--- src/design/accumulator_machine_execute_core_assert.svh ---
// Assertion macros for the accumulator machine execute core.
// Each macro expands to a concurrent assertion in simulation and to nothing in synthesis.
`ifndef ACCUMULATOR_MACHINE_EXECUTE_CORE_ASSERT_SVH
`define ACCUMULATOR_MACHINE_EXECUTE_CORE_ASSERT_SVH

`ifndef SYNTHESIS

// Checked only while out of reset.
`define AME_ASSERT(lbl, clk, rst_n, prop) \
    lbl: assert property (@(posedge clk) disable iff (!rst_n) (prop)) \
        else $error("assertion failed");

// Checked at every edge, reset included.
`define AME_ASSERT_ALWAYS(lbl, clk, prop) \
    lbl: assert property (@(posedge clk) (prop)) \
        else $error("assertion failed");

`else

`define AME_ASSERT(lbl, clk, rst_n, prop)
`define AME_ASSERT_ALWAYS(lbl, clk, prop)

`endif

`endif

--- src/design/ame_pkg.sv ---
package ame_pkg;

    // Field widths
    localparam int WORD_W    = 16;
    localparam int ADDR_IN_W = 8;
    localparam int OP_W      = 4;
    localparam int ADDR_SPAN = 2 ** ADDR_IN_W;

    // Default data memory depth in words
    localparam int DEFAULT_MEMORY_DEPTH = 256;

    // Instruction opcodes
    typedef enum logic [OP_W-1:0] {
        OP_DEC = 4'd0,
        OP_LDA = 4'd1,
        OP_LDB = 4'd2,
        OP_LDI = 4'd3,
        OP_ST  = 4'd4,
        OP_XCH = 4'd5,
        OP_ADD = 4'd6,
        OP_HLT = 4'd7,
        OP_JMP = 4'd8,
        OP_JZS = 4'd9,
        OP_JVS = 4'd10
    } t_opcode;

endpackage

--- src/design/ame_data_mem.sv ---
// Data memory: one write port, one read port, registered read data (read-first).
module ame_data_mem
    import ame_pkg::*;
#(
    parameter int DEPTH = DEFAULT_MEMORY_DEPTH,
    parameter int AW    = $clog2(DEPTH)
) (
    input  logic              i_clk,
    input  logic              i_wr_en,
    input  logic [AW-1:0]     i_wr_addr,
    input  logic [WORD_W-1:0] i_wr_data,
    input  logic              i_rd_en,
    input  logic [AW-1:0]     i_rd_addr,
    output logic [WORD_W-1:0] o_rd_data
);

    logic [WORD_W-1:0] r_mem [DEPTH];
    logic [WORD_W-1:0] r_rd_data;

    // Write port
    always_ff @(posedge i_clk) begin
        if (i_wr_en) begin
            r_mem[i_wr_addr] <= i_wr_data;
        end
    end

    // Read port, data held until the next read
    always_ff @(posedge i_clk) begin
        if (i_rd_en) begin
            r_rd_data <= r_mem[i_rd_addr];
        end
    end

    assign o_rd_data = r_rd_data;

endmodule

--- src/design/accumulator_machine_execute_core.sv ---
// Channel   | Direction | Handshake          | Word
// ----------+-----------+--------------------+----------------------------------------------
// in        | input     | i_valid / o_ready  | operation, operand_address, symbol_found, imm
// out       | output    | o_valid / i_ready  | pc, register A/B, overflow, zero, halted
//
// One instruction per cycle sustained while the output is not stalled; a result is registered
// in the output register when its instruction leaves the execute stage, then offered on o_valid.
// The operand read is issued to the data memory on accept; the instruction executes in the
// execute stage on the read data, a write from the previous instruction being forwarded.
// Reset (synchronous, active low) clears registers, flags, counter and pipeline valids;
// data memory content is not cleared. A stalled output holds execute and then input.
`include "accumulator_machine_execute_core_assert.svh"

module accumulator_machine_execute_core
    import ame_pkg::*;
#(
    parameter int MEMORY_DEPTH = DEFAULT_MEMORY_DEPTH
) (
    input  logic                 i_clk,
    input  logic                 i_rst_n,
    input  logic                 i_valid,
    output logic                 o_ready,
    input  logic [OP_W-1:0]      i_operation,
    input  logic [ADDR_IN_W-1:0] i_operand_address,
    input  logic                 i_symbol_found,
    input  logic signed [WORD_W-1:0] i_immediate,
    output logic                 o_valid,
    input  logic                 i_ready,
    output logic [ADDR_IN_W-1:0] o_program_counter,
    output logic signed [WORD_W-1:0] o_register_a,
    output logic signed [WORD_W-1:0] o_register_b,
    output logic                 o_overflow_flag,
    output logic                 o_zero_flag,
    output logic                 o_halted
);

    localparam int AW = $clog2(MEMORY_DEPTH);
    localparam int PW = (AW > ADDR_IN_W) ? AW : ADDR_IN_W;

    // Operand address modulo depth, worked out at elaboration
    logic [AW-1:0] w_wrap_tab [ADDR_SPAN];
    for (genvar g = 0; g < ADDR_SPAN; g++) begin : g_wrap
        assign w_wrap_tab[g] = AW'(g % MEMORY_DEPTH);
    end

    // Architectural state
    logic [WORD_W-1:0] r_acc_a, r_acc_b, n_acc_a, n_acc_b;
    logic              r_ovf, r_zero, r_halt, n_ovf, n_zero, n_halt;
    logic [AW-1:0]     r_pc, n_pc;

    // Execute stage
    logic              r_s2_valid;
    t_opcode           r_s2_op;
    logic [AW-1:0]     r_s2_addr;
    logic              r_s2_found;
    logic [WORD_W-1:0] r_s2_imm;

    // Forwarding of a write that landed on the same edge as the operand read
    logic              r_fwd_hit;
    logic [WORD_W-1:0] r_fwd_data;

    // Output register
    logic                 r_out_valid;
    logic [ADDR_IN_W-1:0] r_out_pc;
    logic [WORD_W-1:0]    r_out_a, r_out_b;
    logic                 r_out_ovf, r_out_zero, r_out_halt;

    logic              w_accept, w_s2_fire;
    logic [AW-1:0]     w_rd_addr, w_pc_inc;
    logic              w_wr_en, n_wr_en;
    logic [AW-1:0]     w_wr_addr;
    logic [WORD_W-1:0] w_wr_data, w_mem_q, w_operand;
    logic [WORD_W:0]   w_sum;
    logic              w_sum_ovf;
    logic [PW-1:0]     w_pc_ext;

    // Handshake
    assign w_s2_fire = r_s2_valid && (!r_out_valid || i_ready);
    assign o_ready   = !r_s2_valid || w_s2_fire;
    assign w_accept  = i_valid && o_ready;
    assign w_rd_addr = w_wrap_tab[i_operand_address];

    ame_data_mem #(
        .DEPTH (MEMORY_DEPTH),
        .AW    (AW)
    ) u_mem (
        .i_clk     (i_clk),
        .i_wr_en   (w_wr_en),
        .i_wr_addr (w_wr_addr),
        .i_wr_data (w_wr_data),
        .i_rd_en   (w_accept),
        .i_rd_addr (w_rd_addr),
        .o_rd_data (w_mem_q)
    );

    assign w_operand = r_fwd_hit ? r_fwd_data : w_mem_q;
    assign w_pc_inc  = (r_pc == AW'(MEMORY_DEPTH - 1)) ? '0 : r_pc + AW'(1);
    assign w_sum     = {r_acc_a[WORD_W-1], r_acc_a} + {r_acc_b[WORD_W-1], r_acc_b};
    assign w_sum_ovf = w_sum[WORD_W] ^ w_sum[WORD_W-1];

    // Instruction execute
    always_comb begin
        n_acc_a   = r_acc_a;
        n_acc_b   = r_acc_b;
        n_ovf     = r_ovf;
        n_zero    = r_zero;
        n_halt    = r_halt;
        n_pc      = r_pc;
        n_wr_en   = 1'b0;
        w_wr_addr = r_s2_addr;
        w_wr_data = r_acc_a;
        if (!r_halt) begin
            case (r_s2_op)
                OP_DEC: begin
                    n_wr_en   = 1'b1;
                    w_wr_addr = r_pc;
                    w_wr_data = '0;
                    n_pc      = w_pc_inc;
                end
                OP_LDA: begin
                    if (r_s2_found) n_acc_a = w_operand;
                    n_pc = w_pc_inc;
                end
                OP_LDB: begin
                    if (r_s2_found) n_acc_b = w_operand;
                    n_pc = w_pc_inc;
                end
                OP_LDI: begin
                    n_acc_a = r_s2_imm;
                    n_pc    = w_pc_inc;
                end
                OP_ST: begin
                    if (r_s2_found) begin
                        n_wr_en = 1'b1;
                        n_pc    = w_pc_inc;
                    end else begin
                        n_halt = 1'b1;
                    end
                end
                OP_XCH: begin
                    n_acc_a = r_acc_b;
                    n_acc_b = r_acc_a;
                    n_pc    = w_pc_inc;
                end
                OP_ADD: begin
                    if (w_sum_ovf) n_ovf = 1'b1;
                    else n_zero = (w_sum[WORD_W-1:0] == '0);
                    n_acc_a = w_sum[WORD_W-1:0];
                    n_pc    = w_pc_inc;
                end
                OP_HLT: n_halt = 1'b1;
                OP_JMP: n_pc = r_s2_addr;
                OP_JZS: n_pc = r_zero ? r_s2_addr : w_pc_inc;
                OP_JVS: n_pc = r_ovf ? r_s2_addr : w_pc_inc;
                default: ;
            endcase
        end
    end

    assign w_wr_en  = w_s2_fire && n_wr_en;
    assign w_pc_ext = PW'(n_pc);

    // State, pipeline valids and output valid
    always_ff @(posedge i_clk) begin
        if (!i_rst_n) begin
            r_acc_a     <= '0;
            r_acc_b     <= '0;
            r_ovf       <= 1'b0;
            r_zero      <= 1'b0;
            r_halt      <= 1'b0;
            r_pc        <= '0;
            r_s2_valid  <= 1'b0;
            r_out_valid <= 1'b0;
            r_fwd_hit   <= 1'b0;
        end else begin
            if (w_s2_fire) begin
                r_acc_a <= n_acc_a;
                r_acc_b <= n_acc_b;
                r_ovf   <= n_ovf;
                r_zero  <= n_zero;
                r_halt  <= n_halt;
                r_pc    <= n_pc;
            end
            if (o_ready) r_s2_valid <= i_valid;
            if (w_s2_fire) r_out_valid <= 1'b1;
            else if (i_ready) r_out_valid <= 1'b0;
            if (w_accept) r_fwd_hit <= w_wr_en && (w_wr_addr == w_rd_addr);
        end
    end

    // Execute stage payload and forwarded data
    always_ff @(posedge i_clk) begin
        if (w_accept) begin
            r_s2_op    <= t_opcode'(i_operation);
            r_s2_addr  <= w_rd_addr;
            r_s2_found <= i_symbol_found;
            r_s2_imm   <= i_immediate;
            r_fwd_data <= w_wr_data;
        end
    end

    // Result word
    always_ff @(posedge i_clk) begin
        if (w_s2_fire) begin
            r_out_pc   <= w_pc_ext[ADDR_IN_W-1:0];
            r_out_a    <= n_acc_a;
            r_out_b    <= n_acc_b;
            r_out_ovf  <= n_ovf;
            r_out_zero <= n_zero;
            r_out_halt <= n_halt;
        end
    end

    assign o_valid           = r_out_valid;
    assign o_program_counter = r_out_pc;
    assign o_register_a      = r_out_a;
    assign o_register_b      = r_out_b;
    assign o_overflow_flag   = r_out_ovf;
    assign o_zero_flag       = r_out_zero;
    assign o_halted          = r_out_halt;

    // Checks
    `AME_ASSERT(a_halt_sticky, i_clk, i_rst_n, r_halt |=> r_halt)
    `AME_ASSERT(a_ovf_sticky, i_clk, i_rst_n, r_ovf |=> r_ovf)
    `AME_ASSERT(a_no_write_halted, i_clk, i_rst_n, r_halt |-> !w_wr_en)
    `AME_ASSERT_ALWAYS(a_pc_in_range, i_clk, !i_rst_n || (r_pc <= AW'(MEMORY_DEPTH - 1)))

endmodule
--- config.mk ---
export PLATFORM = sky130hd
export DESIGN_NAME = accumulator_machine_execute_core
export DESIGN_NICKNAME = d
export VERILOG_FILES = /design/src/design/ame_pkg.sv /design/src/design/ame_data_mem.sv /design/src/design/accumulator_machine_execute_core.sv
export VERILOG_INCLUDE_DIRS = /design/src /design/src/design
export SDC_FILE = /design/constraint.sdc
export NUM_CORES = 2
export LEC_CHECK = 0
export BUFFER_PORTS_ARGS = -buffer_cell sky130_fd_sc_hd__buf_2
export CAP_MARGIN = 40
export CORE_AREA = 2 2 589 591
export CTS_CLUSTER_SIZE = 14
export DETAILED_ROUTE_END_ITERATION = 12
export DIE_AREA = 0 0 591 593
export GPL_TIMING_DRIVEN = 1
export PLACE_DENSITY_LB_ADDON = 0.25
export REMOVE_ABC_BUFFERS = 1
export SETUP_SLACK_MARGIN = 0.3
export SLEW_MARGIN = 20
export SYNTH_ARGS = -nofsm -noshare
export SYNTH_HDL_FRONTEND = slang
export SYNTH_SLANG_ARGS = --single-unit
--- constraint.sdc ---
create_clock -name i_clk -period 11.74 [get_ports i_clk]
set_clock_uncertainty 0.15 [all_clocks]
set_input_delay 1.174 -clock i_clk [delete_from_list [all_inputs] [get_ports i_clk]]
set_output_delay 1.174 -clock i_clk [all_outputs]
set_load 0.02 [all_outputs]
* After elaboration in Yosys (flattened, before gate mapping)
Memories as Yosys holds them, arrays and structs flattened. A register that Yosys moved wholly into a read port is not among the register bits.
Cells that the tools add are included.
** Operators by class
- Reduce and logical (&&, ||, !) cells :: 12
- $add $sub $neg :: 2
- Mux-type cells :: 35
- Magnitude comparators :: 1
- Bitwise logic cells :: 2
- Equality and inequality tests :: 12
** Operator list (count)
- 16-bit two-way mux :: 7
- 8-bit two-way mux :: 9
- 16-bit one-hot mux with 4 select lines :: 1
- 8-bit one-hot mux with 5 select lines :: 1
- 16-bit one-hot mux with 2 select lines :: 1
- 16-bit by 16-bit adder with 17-bit output :: 1
- 4-bit by 3-bit == test with 1-bit output (second input constant) :: 4
- 16-bit zero test :: 1
- 1-bit two-way mux :: 14
- 4-bit == test (second input constant) :: 3
- 9-bit >= comparator (second input constant) :: 1
- 8-bit inverter with 9-bit output :: 1
- 8-bit by 1-bit adder with 8-bit output (second input constant) :: 1
- 4-bit by 2-bit == test with 1-bit output (second input constant) :: 2
- 8-bit == test :: 1
- 8-bit == test (second input constant) :: 1
- 6-bit OR reduction :: 1
- 4-bit by 1-bit == test with 1-bit output (second input constant) :: 1
- 1-bit logical AND :: 4
- 4-bit zero test :: 1
- 1-bit one-hot mux with 2 select lines :: 2
- 1-bit zero test :: 2
- 1-bit logical OR :: 2
- 2-bit nonzero test :: 1
- 1-bit bitwise XOR :: 1
** Word-level totals
- Memory bits (read-only) :: 2048
- Memories kept :: 2
- Memory bits (writable) :: 4096
- Bits of input ports :: 33
- Bits in registers :: 134
** Memories
- u_mem.r_mem :: depth 256, width 16, read ports 1, clocked after Yosys merged registers in 1, write ports 1, RTL line ame_data_mem.sv:17 : logic [WORD_W-1:0] r_mem [DEPTH];
- (name not given) :: depth 256, width 8, read ports 1, clocked after Yosys merged registers in 0, write ports 0, RTL line accumulator_machine_execute_core.sv:81 : assign w_rd_addr = w_wrap_tab[i_operand_address];

* Longest topological paths before layout
- Depth in word-level cells :: 6
- Depth in mapped cells :: 11

* Hierarchy
A second synthesis with hierarchy kept.
** Unflattened totals
- Cell total of the unflattened synthesis :: 8088
- Area, all modules :: 166322.0 um^2
** Modules (own cells, without submodules)
- ame_data_mem :: area each 158874.9 um^2, times used 1, sequential area each 123478.4 um^2, cells an instance 7360
- accumulator_machine_execute_core :: area each 7447.1 um^2, times used 1, sequential area each 3563.4 um^2, cells an instance 728

* Worst setup path after synthesis
Ideal clock, no wire load.
- Path type :: register to register
- From :: register r_halt
- To :: register r_fwd_data[10], data pin
- Cell stages (with the launch flop) :: 6
- Library setup time :: 1.454 ns
- Arrival time :: 7.233 ns
- Required time :: 10.136 ns
- Period minus slack after synthesis :: 8.837 ns
- Setup slack :: 2.903 ns
- Cells stage by stage :: dfxtp_1 > or4_4 > nor2_8 > buf_6 > clkbuf_1 > nor2b_1
** Between the ends
- Cells in the longest elaborated chain, start to end :: 1
** Ends and longest elaborated chain
- from (decl) :: RTL line accumulator_machine_execute_core.sv:48 : logic r_ovf, r_zero, r_halt, n_ovf, n_zero, n_halt;
- from (signal assigned) :: RTL line accumulator_machine_execute_core.sv:181 : r_halt <= n_halt;
- 16-bit two-way mux :: RTL line accumulator_machine_execute_core.sv:112 : if (!r_halt) begin
- named net u_mem.i_wr_data[10] :: RTL line ame_data_mem.sv:11 : input logic [WORD_W-1:0] i_wr_data,
- to (signal assigned) :: RTL line accumulator_machine_execute_core.sv:198 : r_fwd_data <= w_wr_data;
- to (decl) :: RTL line accumulator_machine_execute_core.sv:60 : logic [WORD_W-1:0] r_fwd_data;
The timed path passes the listed nets, and every way through them passes these cells.
A chain may end at the register's enable or synchronous reset.

* Final worst setup path
- From :: register r_s2_op[0]
- To :: memory u_mem.r_mem[233][12], enable pin
** Between the ends
- Cells in the longest elaborated chain, start to end :: 6
- Elaborated cells on any way between the ends :: 9
** Ends and longest elaborated chain
- from (decl) :: RTL line accumulator_machine_execute_core.sv:53 : t_opcode r_s2_op;
- from (signal assigned) :: RTL line accumulator_machine_execute_core.sv:194 : r_s2_op <= t_opcode'(i_operation);
- 4-bit by 3-bit == test with 1-bit output / 4-bit zero test (equally long branches) :: RTL line accumulator_machine_execute_core.sv:113 : case (r_s2_op)
- 1-bit one-hot mux with 2 select lines :: RTL line accumulator_machine_execute_core.sv:113
- 1-bit two-way mux :: RTL line accumulator_machine_execute_core.sv:112
- 1-bit logical AND :: RTL line accumulator_machine_execute_core.sv:160 : assign w_wr_en = w_s2_fire && n_wr_en;
- 1-bit two-way mux :: RTL line ame_data_mem.sv:22 : if (i_wr_en) begin
- 1-bit two-way mux (implied by the code) :: RTL line ame_data_mem.sv:23 : r_mem[i_wr_addr] <= i_wr_data;
- to (decl) :: RTL line ame_data_mem.sv:17
Several ways; a longest one is shown, not always the timed one.

==> summary.txt <==
Global route
  – Gr ovfl total: 0
  – Number of global-route vias before repair: 79400
  – GRT Overall Usage: 23.8%
  – First-pass GRT wire length: 594 mm
  – Antenna violations before repair: 24
  – Pin count of the biggest net entering global routing: 210

Critical path
  – Critical path type: flop to flop
  – CP arrival: 5.82 ns
  – Crit-path cells: or4_4 > nor2_8 > mux2i_1 > nor2b_1 > nand2_2 > buf_4 > nor2_1 > buf_4
  – CP max stage delay: 0.67 ns
  – Crit-path slowest cell: nor2_8
  – CP Max Fanout: 25
  – Setup crit start kind: flop
  – Critical path capture point type: flop
  – Crit path required time: 12.24 ns
  – Most used cell along the critical path: buf_4

Clocking
  – Clock Sink Count: 4246
  – CTS clk-pin slew, worst paths: 0.06 ns
  – CTS Hold Bufs: 0
  – CTS resizes: 0
  – CTS tree: done
  – H-tree Lvls: 5
  – Clock root buffer: clkbuf_16
  – Post-CTS Setup Inserts: 0
  – Clock latency on the worst-skew pair: 0.97 ns
  – Clock buffer depth: 4
  – CTS Buf Count: 418

Place
  – IO Port Bufs: 77
  – Gpl congestion: 0.857
  – Pre-CTS setup slack: 5.59 ns
  – Detail Placement HPWL: 247 mm

Pwr
  – PwrDens: 166 nW/um^2
  – Leakage: 56.8 nW
  – PnR Total Power: 31.1 mW
  – VDD IR max: 142 uV

Timing
  – Fmax: 188 MHz
  – Slew @ Worst Pin: 1.18 ns
  – Final worst slack: 6.42 ns
  – Hold_ws: 0.242 ns
  – Relative slew slack: 21.6%
  – Max-slew violation count: 0
  – Hold Fails Final Rpt: 0
  – Setup TNS: 0 ns
  – Final period utilization: 45.3%
  – RSZ-0062 raised after global routing: false
  – Min Clock Period, post-route: 5.32 ns
  – Count of final setup violators: 0

Cells and area
  – Area Overhead vs Synth: 13.9%
  – Nets@finish: 7939
  – Layout cell share with drive strength beyond 1: 28.8%
  – # fillers: 25500

Synth
  – Ys flop type: edfxtp_1
  – Post-synth EDFFs: 4200
  – Syn. warnings: 0
  – Synthesized area per cell: 22.5 sq um
  – Synth Register Bits: 4246
  – Synth async-reset ratio: 0%
  – Sequential area share after synthesis: 77.3%
  – Post-Syn Area: 164000 sq um
  – Post-Syn Instances: 7289
  – Library cells used by synthesis: 66

Flow run
  – Maxcap violations: 0

Route
  – Antenna Nets Post-Route: 0
  – Number of remaining DRC errors: 0
  – DR iter-0 viols: 11100
  – Drt pass-1 iters: 6
  – Via Count: 80000
  – Via density: 6.23
  – Final WL: 420 mm
  – Wire per inst: 32.7 um

Worst hold path
  – Hold WC Path Type: primary input to flop

Die
  – Die Height: 593 um
  – Starting density of the core: 47.7%
  – Die Area: 350000 sq um
  – Die W: 591 um
  – Core ar.: 345000 sq um
  – Ports: 78
  – Row count: 216

Status
  – Status: finished, final reports clean
## critical path, delay by kind of cell, from the launching register on
| family | cells | cell delay (ns) |
|---|---|---|
| simple gates | 5 | 2.97 |
| buf+inv | 2 | 0.78 |
| flops | 1 | 0.57 |
| mux | 1 | 0.48 |
## metal layers
metal  wire length (um)  track usage (%)  share of wire (%)  vias up
met2             198000             36.9                 47     4089
met3              39700             4.81                9.4      632
met5                 45                0              0.011        -
li1                   -                -                  -    32200
met4              12700             7.16                3.0        6
met1             170000             34.4                 40    43100
## registers in the layout, indices dropped and copies added, names as in the netlist
| signal | flops |
|---|---|
| o_halted | 1 |
| o_overflow_flag | 1 |
| o_program_counter | 8 |
| o_register_a | 16 |
| o_register_b | 16 |
| o_valid | 1 |
| o_zero_flag | 1 |
| r_acc_a | 16 |
| r_acc_b | 16 |
| r_fwd_data | 16 |
| r_fwd_hit | 1 |
| r_halt | 1 |
| r_ovf | 1 |
| r_pc | 8 |
| r_s2_addr | 8 |
| r_s2_found | 1 |
| r_s2_imm | 16 |
| r_s2_op | 4 |
| r_s2_valid | 1 |
| r_zero | 1 |
| u_mem.o_rd_data | 16 |
| u_mem.r_mem | 4096 |
## cell usage after synthesis, types with 45 or more instances
| master | number | area share, % |
|---|---|---|
| o21ai_0 | 86 | 0.26 |
| a22oi_1 | 142 | 0.65 |
| dfxtp_1 | 46 | 0.56 |
| edfxtp_1 | 4200 | 77 |
| mux2i_1 | 372 | 2.3 |
| a21oi_1 | 45 | 0.14 |
| clkbuf_1 | 177 | 0.40 |
| nand2_1 | 114 | 0.26 |
| buf_2 | 154 | 0.47 |
| a211oi_1 | 49 | 0.22 |
| mux4_2 | 1122 | 15 |
| buf_1 | 57 | 0.13 |
| nor2_1 | 344 | 0.79 |
## area by class of cell
class                      count  area [sq um]  area share (%)
sequential                  4246        127000            67.9
tap                         4578          5730            3.06
antenna                       23          57.6          0.0308
clock inverter               236          2040            1.09
timing repair buffer         581          5280            2.82
multi-input combinational   2629         35700            19.1
clock buffer                 539         11200            5.97
inverter                      12          45.0          0.0241
## stage by stage
step,std cells,utilization (%),cell area [sq um]
global placement,11900,50.0,172000
detailed placement,12000,50.2,173000
finish,12800,54.3,187000
floorplan,6887,-,163000
global route,12800,54.3,187000
CTS,12800,54.1,186000
## power breakdown
| group | total (mW) | internal [mW] | switching (mW) |
|---|---|---|---|
| registers | 16.7 | 16.7 | 0.0313 |
| logic | 1.42 | 0.506 | 0.914 |
| clock network | 13.0 | 7.31 | 5.67 |
| total | 31.1 | 24.5 | 6.61 |
## logic make-up after synthesis
| kind of cell | count (synthesis) | synth area share [%] |
|---|---|---|
| buffers and inverters | 414 | 1.10 |
| adders and majority gates | 18 | 0.142 |
| xor gates and xnor gates | 20 | 0.111 |
| AOI/OAI and AO/OA | 461 | 1.91 |
| and+or+nand+nor | 634 | 1.74 |
| muxes | 1496 | 17.7 |
| DFF | 4246 | 77.3 |
## cell usage in the layout (no fill, tap or decap), drive strengths merged, types with 5 or more instances in the layout
cell type and n:
a22oi 143, a31oi 10, ha 17, a21boi 21, and2 6, a22o 7, nor3b 5, dfxtp 46
or3 6, a211oi 49, xnor2 8, o211a 9, nor2b 30, clkinvlp 17, nand3b 5, and3 24
nand3 10, nor2 345, nor3 17, inv 25, clkbuf 542, mux2i 373, a21o 13, nand2 122
o21ai 94, nand2b 15, edfxtp 4200, buf 578, clkinv 179, o211ai 8, xor2 12, o22ai 33
mux4 1122, bufinv 27, o221ai 5, diode 23, nand4 36, a21oi 45
## final timing paths
path             startpoint                    to  slack (ns)  depth (start not counted)
max reg2reg      r_s2_op[0]  u_mem.r_mem[233][12]        6.42                          8
min reg2reg     r_acc_b[14]           r_acc_b[14]        0.39                          2
min          i_immediate[0]           r_s2_imm[0]        0.24                          1
max              r_s2_op[0]  u_mem.r_mem[233][12]        6.42                          8
No activity file was read; power rests on OpenSTA's default activity.
